<file path="src/rtl/core/acfd_pkg.sv">
// package for the adc channel average and fault debounce block
// types, widths, register indexes and reset values; no dependencies
package acfd_pkg;

    localparam int CHANNELS_DEF  = 2;
    localparam int AVG_SHIFT_DEF = 6;

    localparam int SAMPLE_W = 10;
    localparam int SUM_W    = 16;
    localparam int AVG_W    = 10;
    localparam int CNT_W    = 8;
    localparam int LIMIT_W  = 10;

    localparam int CFG_IDX_W  = 2;
    localparam int CFG_DATA_W = 10;

    localparam int S_TDATA_W = 16;
    localparam int M_TDATA_W = 16;

    typedef enum logic [CFG_IDX_W-1:0] {
        CFG_LOW_LIMIT      = 2'd0,
        CFG_HIGH_LIMIT     = 2'd1,
        CFG_DEBOUNCE_LIMIT = 2'd2
    } t_cfg_idx;

    localparam logic [LIMIT_W-1:0] LOW_LIMIT_RST      = 10'd5;
    localparam logic [LIMIT_W-1:0] HIGH_LIMIT_RST     = 10'd1000;
    localparam logic [CNT_W-1:0]   DEBOUNCE_LIMIT_RST = 8'd100;

    // per-channel state held in the state memory
    typedef struct packed {
        logic [SUM_W-1:0] sum;
        logic [AVG_W-1:0] avg;
        logic [CNT_W-1:0] oor_cnt;
        logic [CNT_W-1:0] inr_cnt;
    } t_chan_entry;

    typedef struct packed {
        logic             channel;
        logic             avg_valid;
        logic [AVG_W-1:0] avg;
        logic             fault_declared;
        logic             fault_cleared;
        logic             averages_ready;
    } t_result;

endpackage

</file>
<file path="src/rtl/core/acfd_state_mem.sv">
// per-channel state memory with registered read
// entry valid bits give zero before first write; write-to-read forwarding
// depends on acfd_pkg
module acfd_state_mem #(
    parameter int CHANNELS = acfd_pkg::CHANNELS_DEF,
    parameter int CH_W     = (CHANNELS > 1) ? $clog2(CHANNELS) : 1
) (
    input  logic                  i_clk,
    input  logic                  i_rst_n,
    input  logic                  i_rd_en,
    input  logic [CH_W-1:0]       i_rd_addr,
    output acfd_pkg::t_chan_entry o_rd_entry,
    input  logic                  i_wr_en,
    input  logic [CH_W-1:0]       i_wr_addr,
    input  acfd_pkg::t_chan_entry i_wr_entry
);
    import acfd_pkg::*;

    t_chan_entry         r_mem [CHANNELS];
    logic [CHANNELS-1:0] r_vld;
    t_chan_entry         r_rd_data;
    logic                r_rd_vld;
    logic                r_fwd;
    t_chan_entry         r_fwd_data;

    always_ff @(posedge i_clk) begin
        if (i_wr_en) begin
            r_mem[i_wr_addr] <= i_wr_entry;
        end
        if (i_rd_en) begin
            r_rd_data  <= r_mem[i_rd_addr];
            r_fwd_data <= i_wr_entry;
        end
    end

    always_ff @(posedge i_clk) begin
        if (!i_rst_n) begin
            r_vld    <= '0;
            r_rd_vld <= 1'b0;
            r_fwd    <= 1'b0;
        end else begin
            if (i_wr_en) begin
                r_vld[i_wr_addr] <= 1'b1;
            end
            if (i_rd_en) begin
                r_rd_vld <= r_vld[i_rd_addr];
                r_fwd    <= i_wr_en && (i_wr_addr == i_rd_addr);
            end
        end
    end

    // same-edge write to the entry being read wins over the stale read
    assign o_rd_entry = r_fwd ? r_fwd_data : (r_rd_vld ? r_rd_data : '0);

endmodule

</file>
<file path="src/rtl/core/adc_channel_average_fault_debounce.sv">
// adc channel averaging with range fault debounce, top level
// depends on acfd_pkg and acfd_state_mem
//
// One converter sample per input transaction, channels served round-robin
// from channel 0. Each sample gives exactly one output transaction: the
// channel, the channel average (new when average_valid is set, otherwise the
// last stored one), fault declared/cleared pulses and the averages-ready
// pulse with the result of the last channel of round zero. Throughput is one
// sample per clock while the sink takes results. The state memory read issued
// at acceptance is registered beside the sample in the update stage, the
// update is combinational, and the result and write-back land as that stage
// advances. A result held by the sink stalls the input once the update stage
// also holds a sample. State memory entries read as zero until first written,
// so the block takes samples straight out of reset. The user must write limit
// registers through the cfg port only while no transaction is in flight; the
// block itself does not enforce this.
module adc_channel_average_fault_debounce #(
    parameter int CHANNELS  = acfd_pkg::CHANNELS_DEF,
    parameter int AVG_SHIFT = acfd_pkg::AVG_SHIFT_DEF
) (
    input  logic                             i_clk,
    input  logic                             i_rst_n,
    input  logic                             i_cfg_wen,
    input  logic [acfd_pkg::CFG_IDX_W-1:0]   i_cfg_idx,
    input  logic [acfd_pkg::CFG_DATA_W-1:0]  i_cfg_data,
    input  logic                             s_axis_tvalid,
    output logic                             s_axis_tready,
    // [9:0] sample, [15:10] zero
    input  logic [acfd_pkg::S_TDATA_W-1:0]   s_axis_tdata,
    output logic                             m_axis_tvalid,
    input  logic                             m_axis_tready,
    // [0] average_valid, [10:1] average, [11] fault_declared,
    // [12] fault_cleared, [13] averages_ready, [15:14] zero
    output logic [acfd_pkg::M_TDATA_W-1:0]   m_axis_tdata,
    // [0] channel
    output logic                             m_axis_tuser
);
    import acfd_pkg::*;

    localparam int               CH_W    = (CHANNELS > 1) ? $clog2(CHANNELS) : 1;
    localparam logic [CH_W-1:0]  LAST_CH = CH_W'(CHANNELS - 1);

    logic [LIMIT_W-1:0]  r_low_limit;
    logic [LIMIT_W-1:0]  r_high_limit;
    logic [CNT_W-1:0]    r_debounce_limit;

    logic [CH_W-1:0]      r_chan;
    logic [AVG_SHIFT-1:0] r_round;

    logic                r_s1_v;
    logic [CH_W-1:0]     r_s1_ch;
    logic [SAMPLE_W-1:0] r_s1_sample;
    logic                r_s1_round_zero;
    logic                r_s1_ready;

    logic                r_out_v;
    t_result             r_out;

    logic                w_s_acc;
    logic                w_adv;
    t_chan_entry         w_entry;
    t_chan_entry         n_entry;
    t_result             n_res;
    logic [SUM_W-1:0]    w_sum;
    logic [SUM_W-1:0]    w_shifted;
    logic                w_oor;
    logic [CNT_W-1:0]    w_oor_inc;
    logic [CNT_W-1:0]    w_inr_inc;

    assign w_s_acc       = s_axis_tvalid && s_axis_tready;
    assign w_adv         = r_s1_v && (!r_out_v || m_axis_tready);
    assign s_axis_tready = !r_s1_v || w_adv;

    // configuration registers
    always_ff @(posedge i_clk) begin
        if (!i_rst_n) begin
            r_low_limit      <= LOW_LIMIT_RST;
            r_high_limit     <= HIGH_LIMIT_RST;
            r_debounce_limit <= DEBOUNCE_LIMIT_RST;
        end else if (i_cfg_wen) begin
            unique case (t_cfg_idx'(i_cfg_idx))
                CFG_LOW_LIMIT:      r_low_limit      <= i_cfg_data[LIMIT_W-1:0];
                CFG_HIGH_LIMIT:     r_high_limit     <= i_cfg_data[LIMIT_W-1:0];
                CFG_DEBOUNCE_LIMIT: r_debounce_limit <= i_cfg_data[CNT_W-1:0];
                default: ;
            endcase
        end
    end

    // channel sequencer and read stage
    always_ff @(posedge i_clk) begin
        if (!i_rst_n) begin
            r_chan  <= '0;
            r_round <= '0;
            r_s1_v  <= 1'b0;
        end else begin
            if (w_s_acc) begin
                r_s1_v <= 1'b1;
                if (r_chan == LAST_CH) begin
                    r_chan  <= '0;
                    r_round <= r_round + 1'b1;
                end else begin
                    r_chan <= r_chan + 1'b1;
                end
            end else if (w_adv) begin
                r_s1_v <= 1'b0;
            end
        end
    end

    always_ff @(posedge i_clk) begin
        if (w_s_acc) begin
            r_s1_ch         <= r_chan;
            r_s1_sample     <= s_axis_tdata[SAMPLE_W-1:0];
            r_s1_round_zero <= (r_round == '0);
            r_s1_ready      <= (r_chan == LAST_CH) && (r_round == '0);
        end
    end

    acfd_state_mem #(
        .CHANNELS (CHANNELS),
        .CH_W     (CH_W)
    ) u_state_mem (
        .i_clk      (i_clk),
        .i_rst_n    (i_rst_n),
        .i_rd_en    (w_s_acc),
        .i_rd_addr  (r_chan),
        .o_rd_entry (w_entry),
        .i_wr_en    (w_adv),
        .i_wr_addr  (r_s1_ch),
        .i_wr_entry (n_entry)
    );

    // update stage
    always_comb begin
        w_sum     = w_entry.sum + SUM_W'(r_s1_sample);
        w_shifted = w_sum >> AVG_SHIFT;
        w_oor     = (r_s1_sample < r_low_limit) || (r_s1_sample > r_high_limit);
        w_oor_inc = w_entry.oor_cnt + 1'b1;
        w_inr_inc = w_entry.inr_cnt + 1'b1;
        n_entry   = w_entry;
        n_res     = '0;

        if (r_s1_round_zero) begin
            n_entry.avg = w_shifted[AVG_W-1:0];
            n_entry.sum = '0;
        end else begin
            n_entry.sum = w_sum;
        end

        if (w_oor) begin
            n_entry.inr_cnt = '0;
            if (w_oor_inc >= r_debounce_limit) begin
                n_entry.oor_cnt      = '0;
                n_res.fault_declared = 1'b1;
            end else begin
                n_entry.oor_cnt = w_oor_inc;
            end
        end else begin
            n_entry.oor_cnt = '0;
            if (w_inr_inc >= r_debounce_limit) begin
                n_entry.inr_cnt     = '0;
                n_res.fault_cleared = 1'b1;
            end else begin
                n_entry.inr_cnt = w_inr_inc;
            end
        end

        n_res.channel        = r_s1_ch[0];
        n_res.avg_valid      = r_s1_round_zero;
        n_res.avg            = n_entry.avg;
        n_res.averages_ready = r_s1_ready;
    end

    // output register
    always_ff @(posedge i_clk) begin
        if (!i_rst_n) begin
            r_out_v <= 1'b0;
        end else if (w_adv) begin
            r_out_v <= 1'b1;
        end else if (m_axis_tready) begin
            r_out_v <= 1'b0;
        end
    end

    always_ff @(posedge i_clk) begin
        if (w_adv) begin
            r_out <= n_res;
        end
    end

    assign m_axis_tvalid = r_out_v;
    assign m_axis_tuser  = r_out.channel;
    assign m_axis_tdata  = {2'b00, r_out.averages_ready, r_out.fault_cleared,
                            r_out.fault_declared, r_out.avg, r_out.avg_valid};

    a_ready_with_avg: assert property (@(posedge i_clk) disable iff (!i_rst_n)
        r_out_v && r_out.averages_ready |-> r_out.avg_valid)
        else $error("averages ready without a new average");

    a_one_event: assert property (@(posedge i_clk) disable iff (!i_rst_n)
        r_out_v |-> !(r_out.fault_declared && r_out.fault_cleared))
        else $error("fault declared and cleared together");

    a_chan_step: assert property (@(posedge i_clk) disable iff (!i_rst_n)
        w_s_acc && (r_chan != LAST_CH) |=> r_chan == $past(r_chan) + 1'b1)
        else $error("channel index did not advance");

    a_chan_wrap: assert property (@(posedge i_clk) disable iff (!i_rst_n)
        w_s_acc && (r_chan == LAST_CH) |=> r_chan == '0)
        else $error("channel index did not wrap");

    a_stall_hold: assert property (@(posedge i_clk) disable iff (!i_rst_n)
        r_s1_v && !w_adv |=> r_s1_v && $stable(r_s1_ch) && $stable(r_s1_sample))
        else $error("update stage lost a stalled sample");

endmodule

</file>
<file path="config.mk">
export PLATFORM = sky130hd
export DESIGN_NAME = adc_channel_average_fault_debounce
export DESIGN_NICKNAME = d
export VERILOG_FILES = /design/src/rtl/core/acfd_pkg.sv /design/src/rtl/core/acfd_state_mem.sv /design/src/rtl/core/adc_channel_average_fault_debounce.sv
export SDC_FILE = /design/constraint.sdc
export NUM_CORES = 1
export LEC_CHECK = 0
export ABC_AREA = 1
export ABC_CLOCK_PERIOD_IN_PS = 8850
export BUFFER_PORTS_ARGS = -buffer_cell sky130_fd_sc_hd__buf_2
export CAP_MARGIN = 15
export CORE_ASPECT_RATIO = 0.5
export CORE_UTILIZATION = 64
export CTS_CLUSTER_SIZE = 25
export DETAILED_ROUTE_END_ITERATION = 12
export PLACE_DENSITY = 0.95
export SLEW_MARGIN = 20
export SYNTH_ARGS = -nofsm -noshare
export SYNTH_HDL_FRONTEND = slang
export SYNTH_SLANG_ARGS = --single-unit
</file>
<file path="constraint.sdc">
create_clock -name i_clk -period 8.85 [get_ports i_clk]
set_clock_uncertainty 0.1 [all_clocks]
set_input_delay 0.885 -clock i_clk [delete_from_list [all_inputs] [get_ports i_clk]]
set_output_delay 0.885 -clock i_clk [all_outputs]
set_load 0.005 [all_outputs]
</file>
Word-level counts from Yosys, hierarchy flattened
Memory sizes are Yosys's and may differ from the RTL's. A register that Yosys moved wholly into a read port is not among the register bits.
Cells that the tools add are included.
Cells by class
  add/sub/neg operators: 5
  $lt $le $gt $ge: 7
  equality and inequality tests: 3
  multiplexer cells: 20
  bitwise gates (word level): 1
  reductions and logical operators: 18
Operators with widths (count)
  42-bit 2-to-1 mux: 2
  16-bit 2-to-1 mux: 2
  16-bit by 10-bit adder with 16-bit output: 1
  8-bit by 1-bit adder with 8-bit output, second input constant: 2
  8-bit >= comparator: 2
  8-bit 2-to-1 mux: 2
  1-bit 2-to-1 mux: 12
  10-bit greater-than comparator: 1
  10-bit < comparator: 1
  10-bit 2-to-1 mux: 1
  2-bit AND reduction: 4
  6-bit by 1-bit adder with 6-bit output, second input constant: 1
  6-bit zero test: 1
  1-bit logical AND: 5
  1-bit by 2-bit < comparator with 1-bit output, second input constant: 2
  2-bit nonzero test: 2
  1-bit logical OR: 3
  2-bit by 1-bit == test with 1-bit output, second input constant: 1
  2-bit == test, second input constant: 1
  1-bit zero test: 2
  2-bit zero test: 1
  2-bit bitwise OR: 1
  1-bit adder, second input constant: 1
  1-bit demux with 1-bit select: 1
  other kinds (2): 2
Word-level totals
  register bits: 111
  RAM bits: 84
  input bits: 33
  output and inout bits: 19
  word-level logic and storage cells: 79
  memories kept: 1
Memory list
  u_state_mem.r_mem: depth 2, bits a word 42, read ports 1, clocked after Yosys merged registers in 1, wr ports 1, RTL line acfd_state_mem.sv:19  | t_chan_entry r_mem [CHANNELS];

Logic depth before layout (Yosys ltp)
Gate-level depths: netlist of run 1.
  word-level depth: 6
  depth in mapped cells: 21
  gate-level depth less buffers: 20

Modules after synthesis
A second synthesis of run 1 with hierarchy kept.
Unflattened totals
  cell total of the unflattened synthesis: 1087
  area total of the unflattened synthesis: 11150.7 µm²
Modules (own cells, without submodules)
  acfd_state_mem: times used 1, cells an instance 471, area each 6568.8 µm², seq. area each 5124.9 µm²
  adc_channel_average_fault_debounce: times used 1, cells an instance 616, area each 4581.9 µm², seq. area each 1581.5 µm²

Worst setup path before layout of run 1
No wires, ideal clock.
  kind: in2reg
  from: in m_axis_tready
  to: reg u_state_mem.r_fwd
  library setup time: 0.101 ns
  arrival: 3.447 ns
  data required time: 8.649 ns
  setup slack: 5.202 ns
  stages on the path: 6
  path buffers: 0
  cell sequence: inv_1 nand3_1 nand2_1 inv_1 o21ai_0 a21oi_1
On the way
  longest elaborated chain between the ends: 4
  elaborated cells between the ends (all ways): 5
  those cells by class: reduce/logical (5)
Ends and longest elaborated chain
  from (decl): RTL line adc_channel_average_fault_debounce.sv:31  | input logic m_axis_tready,
  1-bit logical OR: RTL line adc_channel_average_fault_debounce.sv:71  | assign w_adv = r_s1_v && (!r_out_v || m_axis_tready);
  1-bit logical AND: RTL line adc_channel_average_fault_debounce.sv:71
  1-bit logical OR: RTL line adc_channel_average_fault_debounce.sv:72  | assign s_axis_tready = !r_s1_v || w_adv;
  via s_axis_tready: RTL line adc_channel_average_fault_debounce.sv:27  | output logic s_axis_tready,
  1-bit logical AND: RTL line adc_channel_average_fault_debounce.sv:70  | assign w_s_acc = s_axis_tvalid && s_axis_tready;
  via u_state_mem.i_rd_en: RTL line acfd_state_mem.sv:10  | input logic i_rd_en,
  to (signal assigned): RTL line acfd_state_mem.sv:47  | r_fwd <= i_wr_en && (i_wr_addr == i_rd_addr);
  to (decl): RTL line acfd_state_mem.sv:23  | logic r_fwd;
The timed path passes the listed nets, and every way through them passes these cells.
A chain may end at the register's enable or synchronous reset.

==> results of run 1 <==
[layout by cell type (no fill, tap or decap), types with 5 or more instances in the layout]
| cell type | n |
|---|---|
| a21oi_1 | 49 |
| a22o_1 | 15 |
| a22oi_1 | 13 |
| buf_2 | 43 |
| buf_4 | 7 |
| bufinv_16 | 5 |
| clkbuf_16 | 21 |
| clkinv_2 | 5 |
| dfxtp_1 | 41 |
| edfxtp_1 | 196 |
| ha_1 | 49 |
| inv_1 | 86 |
| nand2_1 | 277 |
| nand2_2 | 8 |
| nand3_1 | 36 |
| nand3b_1 | 5 |
| nor2_1 | 65 |
| nor3_1 | 9 |
| o211ai_1 | 11 |
| o21ai_0 | 38 |
| xor2_1 | 5 |
[worst max-delay path, cell delays in order (launching register included)]
cell,delay [ps]
dfxtp_1,480
inv_2,120
nor2_8,570
nand2_1,210
nand2_1,220
nand2_1,170
nand3b_1,230
xor2_1,260
inv_1,90
ha_1,320
a21oi_1,220
nor2_1,80
nor3_1,150
nand2_1,70
a21oi_1,450
nand3_1,350
nor2_1,310
[state kept, by name, summed over array words and instances (netlist names)]
register / count
r_s1_ready: 1
u_state_mem.r_fwd: 1
r_round: 6
r_s1_ch: 1
u_state_mem.r_fwd_data: 42
u_state_mem.r_rd_vld: 1
m_axis_tvalid: 1
r_high_limit: 10
u_state_mem.r_rd_data: 42
m_axis_tdata: 14
u_state_mem.r_vld: 2
m_axis_tuser: 1
r_s1_sample: 10
r_low_limit: 10
r_debounce_limit: 8
u_state_mem.r_mem: 84
r_chan: 1
r_s1_v: 1
r_s1_round_zero: 1
[logic make-up after synthesis]
logic type      synth area share, %
xor+xnor                      0.817
buf+inv                        4.77
fa+ha+maj                      5.99
flops                          63.5
mux                           0.190
compound gates                 7.85
other cells                  0.0355
simple gates                   16.9
[through the flow]
step | instance area, µm² | setup slack [ps] | power, mW | hold WS [ps] | util [%]
detailed placement | 11000 | 4740 | 1.58 | 312 | 69.5
CTS | 11700 | 4550 | 2.57 | 328 | 74.2
global placement | 11000 | 5000 | 1.56 | 303 | 69.4
floorplan | 10600 | 5200 | 1.50 | 300 | -
finish | 11700 | 4230 | 2.58 | 325 | 74.2
global route | 11700 | 4240 | 2.65 | 341 | 74.2
[per-layer routing]
layer | share of wire (%) | vias to the layer above | wire (µm)
met2 | 49 | 564 | 12500
met1 | 36 | 3649 | 9240
met5 | 0 | - | 0
li1 | - | 3426 | -
met3 | 9.7 | 162 | 2480
met4 | 5.1 | 0 | 1310
[power groups by stage]
stage / clock network, mW / logic [mW] / registers, mW
6_report: 1.00 / 0.261 / 1.32
5_1_grt: 1.05 / 0.283 / 1.32
4_1_cts: 0.999 / 0.254 / 1.32
3_5_place_dp: 0 / 0.242 / 1.34
3_3_place_gp: 0 / 0.222 / 1.33
2_1_floorplan: 0 / 0.170 / 1.33
[cell type report]
class / instances / area [µm²]
Tap cell: 221 / 277
Multi-Input combinational cell: 620 / 3370
Clock inverter: 15 / 215
Fill cell: 901 / 4070
Sequential cell: 237 / 6710
Clock buffer: 23 / 533
Timing Repair Buffer: 50 / 268
Inverter: 90 / 339
[worst max path at each step]
| stage | slack (ps) | cells after the start | to | start |
|---|---|---|---|---|
| after floorplan | 5200 | 6 | u_state_mem.r_fwd$_SDFFE_PN0P_ | m_axis_tready |
| after global placement | 5000 | 17 | u_state_mem.r_fwd_data[13]$_DFFE_PP_ | u_state_mem.r_rd_vld$_SDFFE_PN0P_ |
| after detailed placement | 4740 | 17 | u_state_mem.r_mem[1][13]$_DFFE_PP_ | u_state_mem.r_rd_vld$_SDFFE_PN0P_ |
| after CTS | 4550 | 16 | u_state_mem.r_mem[0][7]$_DFFE_PP_ | u_state_mem.r_rd_vld$_SDFFE_PN0P_ |
| after global routing | 4240 | 16 | u_state_mem.r_mem[0][7]$_DFFE_PP_ | u_state_mem.r_rd_vld$_SDFFE_PN0P_ |
| final | 4230 | 16 | u_state_mem.r_mem[0][7]$_DFFE_PP_ | u_state_mem.r_rd_vld$_SDFFE_PN0P_ |
==> impl_metrics.tcl, run 1 <==
set metrics [dict create \
    setup_viol 0 \
    antenna_found_initial 0 \
    post_drt_wl_per_cell_um 20.3 \
    firstDrtPassIters 6 \
    core-area_um2 15800 \
    cts-htree-levels 1 \
    p_int_mw 1.95 \
    r2r-end "u_state_mem.r_mem[0][7]$_DFFE_PP_" \
    finalMaxSlewViolations 0 \
    syn_inst 976 \
    peakVddDrop_mv 0.149 \
    wl_um 25500 \
    rows 32 \
    p_comb_share_pct 10.1 \
    drv_cap 0 \
    synth.area.top_cells "edfxtp_1 56%, nand2_1 9.8%, dfxtp_1 7.8%" \
    netlist_area_um2 10600 \
    postCtsHoldBufs 0 \
    yosysSeqAreaShare_pct 63.5 \
    cts_tree "built" \
    max_slew_margin_pct 34.0 \
    async_reset_ff_share_pct 0 \
    via_count 7801 \
    worstHoldStart "r_s1_ready$_DFFE_PP_" \
    yosysMostFrequentCell "nand2_1" \
    fin_crit_sh_pct 52.2 \
    syn_avg_cell_area_um2 10.8 \
    grt_pass1_wl_um 39700 \
    gp_congestion 0.928 \
    final_cells 1256 \
    cts_resized 0 \
    cp_max_fo 39 \
    clkTransAtPathRegs_ps 80 \
    whs_endpoint "m_axis_tdata[13]$_DFFE_PP_" \
    cts_inserted_buffers 21 \
    cts_root_buf "clkbuf_16" \
    rrSetupSlack_ps 4230 \
    use_met1_pct 37.5 \
    worst_ep_required_time_ps 9070 \
    area_delta_synth_final_pct 10.8 \
    p_seq_share_pct 51.1 \
    ys.warnings.count 0 \
    r2r_start "u_state_mem.r_rd_vld$_SDFFE_PN0P_" \
    die_area_um2 17100 \
    grt_pass1_vias 7807 \
    p_clk_share_pct 38.8 \
    grt_usage_pct 30.7 \
    globalRouteOverflowTotal 0 \
    finalHoldViolations 0 \
    io_buffers 43 \
    critPathArrivalTime_ps 4840 \
    synth_top_area_share_pct 55.7 \
    synth.distinct_cells 47 \
    first_iter_violations 1135 \
    clk_latency_ps 520 \
    rsz0062_at_grt "false" \
    cts_sinks 237 \
    boundaryPins 52 \
    ys_ff_latch 237 \
    synth_enable_flop_cells 196 \
    hp-class "register to register" \
    avgViaCountPerCell 6.21 \
    grt_busiest_layer "met2" \
    reg2regPathDepth 16 \
    yosys-top-cells-count "277 x nand2_1, 196 x edfxtp_1, 87 x inv_1, 66 x nor2_1" \
    min_period_ps 4620 \
    drc_errors 0 \
    fin_nets 1103 \
    die_h_um 92.8 \
    die_w_um 184 \
    dp_cells 1218 \
    power_density_nw_per_um2 220 \
    fmax_mhz 216 \
    clk_path_buf_depth 3 \
    switching_power_mw 0.627 \
    initial_core_util_pct 67.0 \
    crit_path_start_kind "register" \
    status "complete, no violations" \
    grt_max_degree 59 \
    grtUsageMet3_pct 4.95 \
    ys.flop_type "edfxtp_1" \
    crit_type "register to register" \
    dp_hpwl_um 14600 \
    cts_setup_buffers 0 \
    antenna_cells 0 \
    ant_nets 0 \
    met2_usage_pct 53.2 \
    synth_top_area_cell "edfxtp_1" \
    hold_depth 0 \
    p_leak_nw 4.91 \
    crit_path_end_kind "register" \
    p_sw_share_pct 24.3 \
    worst_pin_slew_ps 988 \
    drive_gt1_share_pct 10.9 \
    finalSetupTns_ps 0 \
]
Note: power is estimated with default switching activity, not from simulation.
==> run 2: changes to the inputs <==
- ABC_AREA: 1 -> 0
- ABC_CLOCK_PERIOD_IN_PS: 8850 -> 4120
- CORE_UTILIZATION: 64 -> 55
- PLACE_DENSITY: 0.95 -> 0.88
- clock period: 8.85 -> 4.12 ns (I/O delays scaled with it)
==> run 2 against run 1 <==
Final cell count shrank 12%. Critical path type unchanged. Synthesized cell count fell by 21%. Setup slack worse by 3900 ps. Non-clock buffer count increased by 15. Sequential power is 110% higher. Register-to-register slack lost 3900 ps. Clock-buffer cell count grew 6. Largest cell class unchanged. Flip-flop and latch count is the same.
==> impl_metrics.tcl, run 2 <==
set metrics [dict create \
    wl_met3_um 1250 \
    ys.warnings.count 0 \
    die_h_um 99.4 \
    crit_type "register to register" \
    hold_depth 3 \
    clkTransAtPathRegs_ps 70 \
    syn_inst 773 \
    worst_pin_slew_ps 1020 \
    ant_nets 0 \
    globalRouteOverflowTotal 0 \
    yosys-top-cells-count "196 x edfxtp_1, 51 x nand2_1, 49 x ha_1, 43 x mux2_2, 41 x dfxtp_1" \
    power_density_nw_per_um2 446 \
    crit_path_start_kind "register" \
    clk_latency_ps 490 \
    largest_register "u_state_mem.r_mem" \
    setup_viol 0 \
    drc_errors 0 \
    antenna_found_initial 0 \
    critPathArrivalTime_ps 3990 \
    dp_hpwl_um 13200 \
    fin_ws_ps 331 \
    cp_max_fo 28 \
    cts_resized 0 \
    wl_um 21600 \
    fin_nets 913 \
    reg2regPathDepth 10 \
    ys.flop_type "edfxtp_1" \
    cts_root_buf "clkbuf_16" \
    synth.area.top_cells "edfxtp_1 56%, dfxtp_1 7.9%, ha_1 5.9%" \
    netlist_area_um2 10400 \
    peakVddDrop_mv 0.248 \
    min_period_ps 3790 \
    rsz0062_at_grt "false" \
    drive_gt1_share_pct 16.7 \
    max_slew_margin_pct 31.4 \
    antenna_cells 0 \
    drv_cap 0 \
    p_leak_nw 4.40 \
    die_area_um2 19600 \
    grt_pass1_wl_um 33800 \
    fmax_mhz 264 \
    final_cell_mix "196 x edfxtp_1, 51 x nand2_1, 49 x ha_1" \
    clk_path_buf_depth 3 \
    grt_max_degree 70 \
    firstDrtPassIters 5 \
    area_delta_synth_final_pct 12.5 \
    finalHoldViolations 0 \
    grt_usage_pct 22.4 \
    place_ws_ps 522 \
    first_iter_violations 449 \
    async_reset_ff_share_pct 0 \
    yosysMostFrequentCell "edfxtp_1" \
    finalMaxSlewViolations 0 \
    boundaryPins 52 \
    yosysSeqAreaShare_pct 64.3 \
    synth.distinct_cells 53 \
    syn_avg_cell_area_um2 13.5 \
    ys_ff_latch 237 \
    via_count 6429 \
    io_buffers 43 \
    routed.top_layer "met4" \
    die_w_um 197 \
    crit_path_end_kind "register" \
    worst_ep_required_time_ps 4320 \
    wl_met1_um 9070 \
    cts_tree "built" \
    fin_crit_sh_pct 92.0 \
    synth_top_area_cell "edfxtp_1" \
    largest_reg_flops 84 \
    cts_sinks 237 \
    top_regs "u_state_mem.r_mem (84), u_state_mem.r_fwd_data (42), u_state_mem.r_rd_data (42)" \
    grt_pass1_vias 6547 \
    rows 35 \
    synth_top_area_share_pct 56.4 \
    cts_setup_buffers 0 \
    status "complete, no violations" \
    core-area_um2 18500 \
    cts_inserted_buffers 21 \
    layout_commonest_cell "edfxtp_1" \
    avgViaCountPerCell 5.82 \
    route.met2.wl_um 10700 \
    gp_congestion 0.913 \
    hp-class "input port to register" \
    finalSetupTns_ps 0 \
    synth_enable_flop_cells 196 \
    cts-htree-levels 1 \
    post_drt_wl_per_cell_um 19.5 \
    initial_core_util_pct 56.4 \
]
-- run 2: cell count changes after synthesis, moves of 9 or more --
cell / change
mux2i_1: +9
a21oi_1: -16
nor2_1: -29
o21ai_0: -19
mux2_2: +43
xnor2_1: +16
a21boi_0: +9
nand3_1: -15
nand2_1: -226
and3_1: +12
inv_1: -51
nor2b_1: +26
-- run 2: layer usage --
| metal | track usage, % | vias to the layer above |
|---|---|---|
| li1 | - | 2989 |
| met1 | 29.1 | 3170 |
| met2 | 39.3 | 229 |
| met3 | 3.32 | 41 |
| met4 | 7.16 | 0 |
| met5 | 0 | - |
-- run 2: cell families after synthesis --
group                      share of synthesized area, %
DFF                                                64.3
muxes                                              5.70
buffers and inverters                              2.54
xor gates and xnor gates                           2.44
adders and majority gates                          6.07
other                                            0.0360
and+or+nand+nor                                    9.67
AOI/OAI and AO/OA                                  9.25
-- run 2: metrics by stage --
step | power, mW | util [%] | std cells | area [µm²] | hold WS (ps)
floorplan | 3.18 | - | 774 | 10400 | 300
global placement | 3.31 | 59.3 | 1056 | 11000 | 302
detailed placement | 3.34 | 59.3 | 1056 | 11000 | 324
CTS | 5.23 | 63.4 | 1103 | 11700 | 3.11
global route | 5.38 | 63.5 | 1104 | 11700 | 79.3
finish | 5.23 | 63.5 | 1104 | 11700 | 87.9
-- run 2: path summary, 6_finish.rpt --
check / start / end / slack, ps
setup / recovery: u_state_mem.r_fwd$_SDFFE_PN0P_ / u_state_mem.r_fwd_data[25]$_DFFE_PP_ / 330
setup reg to reg: u_state_mem.r_fwd$_SDFFE_PN0P_ / u_state_mem.r_fwd_data[25]$_DFFE_PP_ / 330
hold reg to reg: r_s1_ready$_DFFE_PP_ / m_axis_tdata[13]$_DFFE_PP_ / 350
hold / removal: i_cfg_data[2] / r_low_limit[2]$_SDFFE_PN1P_ / 90
-- run 2: power breakdown --
| part | switching (mW) | internal [mW] |
|---|---|---|
| logic | 0.286 | 0.196 |
| registers | 0.0704 | 2.76 |
| clock network | 0.826 | 1.09 |
-- run 2: critical path, cell delays in order (launching register included) --
cell and delay (ps):
dfxtp_2 430, nor2b_2 390, buf_12 250, a22o_1 170, ha_1 300, and3_1 220, and3_1 200, a2111oi_0 810
nor4b_1 180, xor2_1 210, a21oi_1 300
-- run 2: layout make-up --
cell class	instances	area [µm²]
Multi-Input combinational cell	469	3490
Timing Repair Buffer	65	418
Fill cell	1245	6750
Sequential cell	237	6710
Tap cell	259	324
Clock buffer	29	566
Inverter	36	135
Clock inverter	9	96.3
-- run 2: repair_timing --
| item | 4_1_cts | 5_1_grt |
|---|---|---|
| setup endpoints to repair | 0 | 0 |
| hold buffers | 9 | 1 |
| endpoints found under the hold margin | 9 | 1 |
==> run 3: changes to the inputs <==
- GPL_TIMING_DRIVEN: not set -> 0
- RECOVER_POWER: not set -> 25
==> run 3 against run 2 <==
The run now ends with capacitance limit, slew limit left. Maximum frequency fell by 4.8%. Clock power barely moved. Hold slack got worse by 13 ps. Sequential share of layout area fell by 0.45 points. Global-route usage rose by 1.9 points. Non-clock buffer count rose by 24. Register-to-register slack got worse by 190 ps. Sequential power barely moved. Final cell count rose by 2.2%. Critical endpoint is now u_state_mem.r_mem[1][22]$_DFFE_PP_. Highest routed layer unchanged.
==> impl_metrics.tcl, run 3 (synthesis gave the netlist of run 2 again) <==
set metrics [dict create \
    die_w_um 197 \
    switching_power_mw 1.23 \
    post_drt_wl_per_cell_um 20.8 \
    finalMaxSlewViolations 117 \
    antenna_found_initial 0 \
    final_cell_mix "196 x edfxtp_1, 51 x nand2_1, 49 x ha_1" \
    crit_chain "clkbuf_4 > clkbuf_8 > buf_2 > a22o_1 > ha_1 > inv_1 > fa_1 > nor2b_1 > o31a_1 > o2111ai_1 > a21boi_0 > xnor2_1 > a21oi_1" \
    drv_cap 2 \
    core-area_um2 18500 \
    avgViaCountPerCell 6.05 \
    die_area_um2 19600 \
    io_buffers 43 \
    cts-htree-levels 1 \
    wl_um 23500 \
    dp_hpwl_um 15200 \
    finalHoldViolations 0 \
    hold_depth 3 \
    firstDrtPassIters 5 \
    min_period_ps 3980 \
    crit_path_start_kind "register" \
    globalRouteOverflowTotal 0 \
    cpPeakStageDelay_ps 430 \
    grt_pass1_wl_um 36900 \
    reg2regPathDepth 13 \
    boundaryPins 52 \
    worst_ep_required_time_ps 4220 \
    fin_crit_sh_pct 96.6 \
    r2r_start "u_state_mem.r_fwd$_SDFFE_PN0P_" \
    cp_max_fo 19 \
    setup_viol 0 \
    first_iter_violations 754 \
    clk_latency_ps 500 \
    cts_tree "built" \
    drive_gt1_share_pct 14.5 \
    max_slew_margin_pct -68.1 \
    clkTransAtPathRegs_ps 70 \
    cts_inserted_buffers 21 \
    antenna_cells 0 \
    gp_congestion 0.937 \
    top_regs "u_state_mem.r_mem (84), u_state_mem.r_fwd_data (42), u_state_mem.r_rd_data (42)" \
    crit_type "register to register" \
    initial_core_util_pct 56.4 \
    cts_root_buf "clkbuf_16" \
    slowest_stage "dfxtp_2" \
    power_density_nw_per_um2 443 \
    layout_commonest_cell "edfxtp_1" \
    worstHoldStart "s_axis_tvalid" \
    status "finished with violations" \
    p_leak_nw 4.37 \
    p_sw_share_pct 23.4 \
    p_comb_share_pct 9.9 \
    fin_nets 937 \
    violations "capacitance limit, slew limit" \
    critPathArrivalTime_ps 4070 \
    rows 35 \
    r2r-end "u_state_mem.r_mem[1][22]$_DFFE_PP_" \
    ant_nets 0 \
    hp-class "input port to register" \
    p_clk_share_pct 36.1 \
    peakVddDrop_mv 0.254 \
    largest_register "u_state_mem.r_mem" \
    whs_endpoint "r_s1_v$_SDFFE_PN0P_" \
    largest_reg_flops 84 \
    crit_path_end_kind "register" \
    fmax_mhz 251 \
    die_h_um 99.4 \
    p_int_mw 4.02 \
    area_delta_synth_final_pct 13.4 \
    via_count 6827 \
    grt_pass1_vias 6895 \
    finalSetupTns_ps 0 \
    drc_errors 0 \
    cts_sinks 237 \
    clk_path_buf_depth 3 \
    rsz0062_at_grt "false" \
    p_seq_share_pct 53.9 \
    grt_usage_pct 24.3 \
    hold_ws_ps 74.4 \
    rrSetupSlack_ps 140 \
    worst_pin_slew_ps 2520 \
    grt_max_degree 99 \
]
[run 3: changes by cell type in the layout (fill, tap and decap cells not counted), sizes merged]
| cell | previous run | this run |
|---|---|---|
| bufinv | 2 | 1 |
| clkinvlp | 0 | 3 |
| clkbuf | 29 | 73 |
| buf | 55 | 37 |
| clkinv | 6 | 2 |
[run 3: area by class of cell]
cell class / instances / area, µm²
Multi-Input combinational cell: 469 / 3490
Tap cell: 259 / 324
Clock buffer: 31 / 583
Sequential cell: 237 / 6710
Timing Repair Buffer: 58 / 367
Clock inverter: 7 / 68.8
Buffer: 31 / 151
Fill cell: 1273 / 6650
Inverter: 36 / 135
[run 3: worst max-delay path by stage]
stage / slack [ps] / to / start / depth (start not counted)
after floorplan: 310 / u_state_mem.r_fwd_data[0]$_DFFE_PP_ / u_state_mem.r_fwd$_SDFFE_PN0P_ / 15
after global placement: -1200 / u_state_mem.r_mem[0][21]$_DFFE_PP_ / m_axis_tready / 4
after detailed placement: -970 / u_state_mem.r_mem[0][0]$_DFFE_PP_ / u_state_mem.r_fwd$_SDFFE_PN0P_ / 15
after CTS: 80 / u_state_mem.r_fwd_data[0]$_DFFE_PP_ / u_state_mem.r_fwd$_SDFFE_PN0P_ / 14
after global routing: 5 / m_axis_tdata[7]$_DFFE_PP_ / u_state_mem.r_fwd$_SDFFE_PN0P_ / 13
final: 140 / u_state_mem.r_mem[1][22]$_DFFE_PP_ / u_state_mem.r_fwd$_SDFFE_PN0P_ / 13
[run 3: critical path, delay by kind of cell (launching register included)]
| kind | cells | cell delay, ps |
|---|---|---|
| flip-flops | 1 | 430 |
| AND/OR/NAND/NOR | 1 | 210 |
| adder cells (fa/ha/maj) | 2 | 610 |
| AO/OA/AOI/OAI | 5 | 1150 |
| buffers and inverters | 4 | 910 |
| XOR/XNOR | 1 | 240 |
[run 3: power groups by stage]
| stage | logic [mW] | registers [mW] | clock network (mW) |
|---|---|---|---|
| floorplan | 0.333 | 2.85 | 0 |
| global placement | 0.454 | 2.87 | 0 |
| detailed placement | 0.497 | 2.87 | 0 |
| CTS | 0.515 | 2.82 | 1.91 |
| global route | 0.566 | 2.83 | 1.99 |
| finish | 0.521 | 2.83 | 1.89 |
[run 3: through the flow]
step / util [%] / cell area [µm²] / cells / total power, mW / setup slack [ps]
5_1_grt: 64.0 / 11800 / 1128 / 5.39 / 5.45
6_report: 64.0 / 11800 / 1128 / 5.24 / 141
4_1_cts: 64.3 / 11900 / 1128 / 5.24 / 81.9
3_3_place_gp: 59.4 / 11000 / 1076 / 3.32 / -1200
3_5_place_dp: 60.1 / 11100 / 1080 / 3.36 / -972
2_1_floorplan: - / 10400 / 774 / 3.18 / 312
[run 3: per-layer routing]
metal | share of wire [%] | GRT usage [%]
met1 | 41 | 32.3
met5 | 0 | 0
met2 | 48 | 40.4
met4 | 3.8 | 10.1
met3 | 8.0 | 3.90
[run 3: timing repair]
item | 4_1_cts | 5_1_grt
gates resized for setup | 11 | 8
buffers inserted | 1 | 0
endpoints found under the hold margin | 10 | 0
hold buffers | 10 | 0
endpoints found under the setup margin | 123 | 42
